File: src/hdl/rkf_pkg.sv
// ----------------------------------------------------------------------------
// rkf_pkg
// Shared types, constants and helpers for the RGB 3x3 kernel filter.
// ----------------------------------------------------------------------------
package rkf_pkg;

    localparam int MAX_WIDTH  = 1024;
    localparam int MAX_HEIGHT = 1024;
    localparam int COORD_W    = $clog2(MAX_WIDTH);
    localparam int SIZE_W     = 11;
    localparam int CHAN_W     = 8;
    localparam int PIX_W      = 3 * CHAN_W;
    localparam int KIND_W     = 2;
    localparam int CFG_ADDR_W = 3;

    localparam logic [KIND_W-1:0] KIND_EDGE    = 2'd0;
    localparam logic [KIND_W-1:0] KIND_SHARPEN = 2'd1;
    localparam logic [KIND_W-1:0] KIND_BOX     = 2'd2;
    localparam logic [KIND_W-1:0] KIND_GAUSS   = 2'd3;

    localparam logic [CFG_ADDR_W-1:0] REG_FILTER_KIND  = 3'd0;
    localparam logic [CFG_ADDR_W-1:0] REG_IMAGE_WIDTH  = 3'd1;
    localparam logic [CFG_ADDR_W-1:0] REG_IMAGE_HEIGHT = 3'd2;
    localparam logic [CFG_ADDR_W-1:0] REG_SEL_LEFT     = 3'd3;
    localparam logic [CFG_ADDR_W-1:0] REG_SEL_RIGHT    = 3'd4;
    localparam logic [CFG_ADDR_W-1:0] REG_SEL_TOP      = 3'd5;
    localparam logic [CFG_ADDR_W-1:0] REG_SEL_BOTTOM   = 3'd6;
    localparam logic [CFG_ADDR_W-1:0] REG_MAX_LEVEL    = 3'd7;

    // x/9 as (x * 3641) >> 15, exact for x below 2300
    localparam logic [11:0] RECIP9       = 12'd3641;
    localparam int          RECIP9_SHIFT = 15;

    typedef logic [PIX_W-1:0] pix_t;

    typedef struct packed {
        logic [KIND_W-1:0] kind;
        logic [CHAN_W-1:0] max_level;
    } filt_ctl_t;

    function automatic logic [SIZE_W-1:0] eff_size(input logic [SIZE_W-1:0] v,
                                                   input logic [SIZE_W-1:0] lim);
        logic [SIZE_W-1:0] r;
        if (v == '0)
            r = SIZE_W'(1);
        else if (v > lim)
            r = lim;
        else
            r = v;
        return r;
    endfunction

endpackage

File: src/hdl/rkf_filter.sv
// ----------------------------------------------------------------------------
// rkf_filter
// Applies the selected 3x3 kernel to each colour channel, rounds and clamps.
// ----------------------------------------------------------------------------
module rkf_filter (
    input  rkf_pkg::filt_ctl_t ctl,
    input  rkf_pkg::pix_t      win [9],   // row-major, top-left first
    output rkf_pkg::pix_t      result
);

    for (genvar ch = 0; ch < 3; ch++) begin : g_chan
        localparam int SH = ch * rkf_pkg::CHAN_W;

        logic [7:0]         cen;
        logic [9:0]         cross_sum;
        logic [9:0]         corn_sum;
        logic [10:0]        five_c;
        logic [11:0]        box_sum;
        logic [23:0]        box_prod;
        logic [11:0]        gauss_sum;
        logic signed [13:0] v;

        assign cen       = win[4][SH +: 8];
        assign cross_sum = 10'(win[1][SH +: 8]) + 10'(win[3][SH +: 8])
                         + 10'(win[5][SH +: 8]) + 10'(win[7][SH +: 8]);
        assign corn_sum  = 10'(win[0][SH +: 8]) + 10'(win[2][SH +: 8])
                         + 10'(win[6][SH +: 8]) + 10'(win[8][SH +: 8]);
        assign five_c    = {1'b0, cen, 2'b00} + 11'(cen);
        assign box_sum   = 12'(cen) + 12'(cross_sum) + 12'(corn_sum) + 12'd4;
        assign box_prod  = box_sum * rkf_pkg::RECIP9;
        assign gauss_sum = {2'b00, cen, 2'b00} + {1'b0, cross_sum, 1'b0}
                         + 12'(corn_sum) + 12'd8;

        always_comb begin
            case (ctl.kind)
                rkf_pkg::KIND_EDGE: begin
                    v = $signed({3'b000, cen, 3'b000}) - $signed({4'b0000, cross_sum})
                      - $signed({4'b0000, corn_sum});
                end
                rkf_pkg::KIND_SHARPEN: begin
                    v = $signed({3'b000, five_c}) - $signed({4'b0000, cross_sum});
                end
                rkf_pkg::KIND_BOX: begin
                    v = $signed({5'b00000, box_prod[23:rkf_pkg::RECIP9_SHIFT]});
                end
                default: begin
                    v = $signed({6'b000000, gauss_sum[11:4]});
                end
            endcase
        end

        always_comb begin
            if (v < 0)
                result[SH +: 8] = '0;
            else if (v > $signed({6'b000000, ctl.max_level}))
                result[SH +: 8] = ctl.max_level;
            else
                result[SH +: 8] = v[7:0];
        end
    end

endmodule

File: config.mk
export PLATFORM = sky130hd
export DESIGN_NAME = rkf_filter
export DESIGN_NICKNAME = d
export VERILOG_FILES = /design/src/hdl/rkf_pkg.sv /design/src/hdl/rkf_filter.sv
export SDC_FILE = /design/constraint.sdc
export NUM_CORES = 1
export LEC_CHECK = 0
export BUFFER_PORTS_ARGS = -buffer_cell sky130_fd_sc_hd__buf_4
export CAP_MARGIN = 20
export CORE_MARGIN = 2
export CORE_UTILIZATION = 35
export DETAILED_ROUTE_END_ITERATION = 10
export SYNTH_ARGS = -nofsm -noshare
export SYNTH_HDL_FRONTEND = slang
export SYNTH_SLANG_ARGS = --single-unit
export TNS_END_PERCENT = 5
File: constraint.sdc
create_clock -name vclk -period 12
set_clock_uncertainty 0.15 [all_clocks]
set_input_delay 0.6 -clock vclk [all_inputs]
set_output_delay 0.6 -clock vclk [all_outputs]
set_load 0.02 [all_outputs]
======== Word level (Yosys, flattened, before mapping) ========
Index checks and enable logic that the tools add are counted.
operators by class
  add/subtract/negate cells ............... 48
  $mul .................................... 3
  divide/modulo/power cells ............... 0
  order comparisons ....................... 6
  equal/unequal tests ..................... 2
  shift-type cells ........................ 0
  muxes and demuxes ....................... 9
  bitwise gates (word level) .............. 0
  reduce and logical (&&, ||, !) cells .... 1
operators by type and width
  cell                    count
  $pmux 14 s3             3
  $mul 12x12->24 const B  3
  $sub 11x10->12          6
  $add 10x8->10           6
  $add 9x8->10            6
  $add 8x8->9             6
  $mux 8                  6
  $gt 14x9->1             3
  $lt 14x1->1 const B     3
  $sub 12x11->13          3
  $add 10x11->12          3
  $add 11x10->12          3
  $add 12x10->12          3
  $add 12x3->12 const B   3
  $add 12x4->12 const B   3
  $add 10x8->11           3
  $add 8x10->11           3
  $eq 2x1->1 const B      1
  $eq 2x2->1 const B      1
  $logic_not 2->1         1
word-level totals
  register bits after elaboration ......... 0
  latch bits .............................. 0
  RAM bits ................................ 0
  ROM bits ................................ 0
  output and inout bits ................... 24
  logic and storage cells ................. 69
  memories kept ........................... 0

======== Longest topological paths before layout ========
  word-level depth ........................ 11
  mapped depth ............................ 49
  mapped depth without buffers ............ 49

======== Least setup slack after synthesis ========
Ideal clock, no wire load.
  kind .................................... input to output
  from .................................... input win[41] (netlist name)
  to ...................................... output result[16]
  arrival time ............................ 11.020 ns
  path slack .............................. 0.230 ns
  stages .................................. 45
  path buffers ............................ 0
  cells stage by stage .................... inv_1 -> fa_1 -> inv_1 -> fa_1 -> ha_1 -> fa_1 -> xor2_1 -> inv_1 -> fa_1 -> inv_1 -> ha_1 -> inv_1 -> fa_1 -> nor2b_1 -> o21ai_0 -> a21boi_0 -> o21ai_0 -> nand2b_1 -> (+9 left out) -> fa_1 -> inv_1 -> ha_1 -> and2_1 -> or4_1 -> o2111a_1 -> o31ai_1 -> or3b_2 -> nand3_1 -> a31oi_1 -> ha_1 -> o21ai_0 -> a21oi_1 -> o21ai_0 -> a21oi_1 -> a211oi_1 -> nand4_2 -> mux2i_1
between the ends
  longest elaborated chain between the ends .. 9
RTL lines
  element          line              source
  from (decl)      rkf_filter.sv:7   input rkf_pkg::pix_t win [9],
  $add 10x8->10 *  rkf_filter.sv:25  + 10'(win[5][SH +: 8]) + 10'(win[7][SH +: 8]);
  $add 8x10->11    rkf_filter.sv:29  assign box_sum = 12'(cen) + 12'(cross_sum) + 12'(corn_sum) + 12'd4;
  $add 11x10->12   rkf_filter.sv:29
  $add 12x3->12    rkf_filter.sv:29
  $mul 12x12->24   rkf_filter.sv:30  assign box_prod = box_sum * rkf_pkg::RECIP9;
  $pmux 14 s3 *    rkf_filter.sv:35  case (ctl.kind)
  $gt 14x9->1      rkf_filter.sv:55  else if (v > $signed({6'b000000, ctl.max_level}))
  $mux 8           rkf_filter.sv:55
  $mux 8 *         rkf_filter.sv:53  if (v < 0)
  to (decl)        rkf_filter.sv:8   output rkf_pkg::pix_t result
Mark *: on every way between the ends. The rest lies on a longest branch, timed or not.

======== Worst setup path in the final report ========
  from .................................... input win[34] (netlist name)
  to ...................................... output result[10]
Same word-level chain as after synthesis.

==> flow_summary.json <==
{
  "min_period_over_period": 0.9829,
  "drt_pre_antenna_iters": 5,
  "rows": 88,
  "drv_slew": 0,
  "max_slew_margin": 0.3390,
  "worst_pin_slew_ps": 987.8,
  "grt_antenna_before_repair": 0,
  "worst_ep_required_time_ps": 11250,
  "period_minus_slack_ps": 11790,
  "cp.buffers_inverters": 9,
  "overflow": 0,
  "status": "finished clean",
  "ant_nets": 0,
  "grt_pass1_vias": 18270,
  "synth.cell_area_mm2": 0.02047,
  "drv_cap": 0,
  "detail_route.vias_per_cell": 4.992,
  "die_h_um": 245.8,
  "max_stage_delay_ps": 580,
  "cp_top_family": "adder cells",
  "drt_iter0_drc": 791,
  "io_pins": 250,
  "yosysSeqAreaShare": 0,
  "design_area_mm2": 0.02570,
  "fin_nets": 3763,
  "hold_path_class": "in -> out",
  "fmax_ghz": 0.08478,
  "clkbuf_count": 0,
  "n_sequential_cell": 0,
  "die_area_mm2": 0.06044,
  "place_congestion": 0.9341,
  "rsz0062_at_grt": "yes",
  "critPathMaxFanout": 6,
  "netlist_instances": 2400,
  "yosysUniqueCellTypes": 76,
  "synth.top_cell.area_share": 0.3007,
  "route.detailed.drc": 0,
  "hold-worst-slack_ps": 1506,
  "ff_latch_area_um2": 0,
  "hold_violations": 0,
  "vias": 17770,
  "path_class": "in -> out",
  "coreArea_mm2": 0.05781,
  "start_kind": "primary input",
  "yosysTopAreaCell": "ha_1",
  "floorplan.initialDensity": 0.3541,
  "io_buffers": 250,
  "dpl_cell_area_mm2": 0.02419,
  "grt_pass1_wl_um": 89520,
  "synth_warnings": 0,
  "grt_max_degree": 42,
  "setup_tns_ps": 0,
  "critPathArrivalTime_ps": 11040,
  "hpwl_um": 50190,
  "synthTopCellsByArea": "ha_1 30%, fa_1 24%, inv_1 11%",
  "syn_nets": 3368,
  "critPathMostFrequentCell": "ha_1",
  "routed_wl_um": 56940,
  "cp-end-kind": "primary output",
  "synth_area_per_cell_um2": 8.530,
  "track_usage": 0.1816,
  "die_w_um": 245.8,
  "avgRoutedWirePerCell_um": 16.00,
  "drive_above_1_share": 0.2291,
  "finalSetupViolCount": 0,
  "cts_hold_buffers": 0,
  "critPathSlowestCell": "fa_1",
  "syn_to_final_growth_pct": 25.54
}
-- final timing paths --
| path | slack, ps | from | cells past startpoint | to |
|---|---|---|---|---|
| max | 210 | win[34] | 47 | result[10] |
| min | 1510 | ctl[0] | 4 | result[16] |
-- tightest hold or removal path, cell delays in order --
cell,delay (ps)
buf_4,170
nand2_1,70
mux2i_1,60
buf_4,150
-- logic make-up after synthesis --
family | Yosys count | synth area share
muxes | 40 | 0.02439
adders and majority gates | 744 | 0.5462
and+or+nand+nor | 367 | 0.09101
buffers and inverters | 624 | 0.1145
AOI/OAI and AO/OA | 442 | 0.1456
xor gates and xnor gates | 183 | 0.07830
-- stage by stage --
step	worst slack, ps	std cells	utilization
floorplan	229.7	2400	-
global placement	-84.06	3528	0.4185
detailed placement	-320.8	3528	0.4185
CTS	8.538	3530	0.4214
global route	-230.0	3558	0.4445
finish	205.4	3559	0.4446
-- layout by cell type, fill, tap and decap left out, types with 37 or more instances in the layout --
cell type / instances
a21o_1: 56
a21oi_1: 95
buf_4: 398
fa_1: 239
ha_1: 448
inv_1: 594
nand2_1: 73
nor2_1: 96
o21ai_0: 43
o21bai_1: 37
xnor2_1: 97
xor2_1: 43
-- synthesized netlist by cell type, types with 8 or more instances --
cell and number:
ha_1 492, nor2b_1 23, a21oi_1 131, nand3_1 20, xnor2_1 131, a31oi_1 9
mux2_2 19, a211oi_1 15, a21o_1 56, and2_1 27, o21bai_1 39, o211ai_1 18
nand4_1 8, nor2_1 101, nand2_1 75, nand2b_1 13, mux2i_1 15, inv_1 611
or3_1 12, o21ai_0 56, fa_1 250, nor3_1 34, o21a_1 32, and3_1 18
xor2_1 52, a21boi_0 10
-- layout make-up --
type	instances	area (um^2)
fill	5589	32110
multi-input combinational	1776	19380
timing repair buffer	404	3059
inverter	613	2301
tap	765	957.2
antenna	1	2.502
-- routing by layer --
layer,part of all wire,wire [um],track usage,up-vias
met5,0,0,0,-
li1,-,-,-,8691
met2,0.48,27520,0.3179,428
met1,0.45,25560,0.2462,8573
met4,0.019,1073,0.02674,0
met3,0.049,2792,0.01659,74
-- what timing repair did --
action / CTS / global route
endpoints found under the hold margin: 0 / 0
buffers inserted: 2 / 28
endpoints found under the setup margin: 20 / 24
pin swaps: 16 / 115
gates resized for setup: 37 / 208
Power is not shown: default switching activity piles up to over one toggle a cycle in this logic, so the estimate is an artifact.
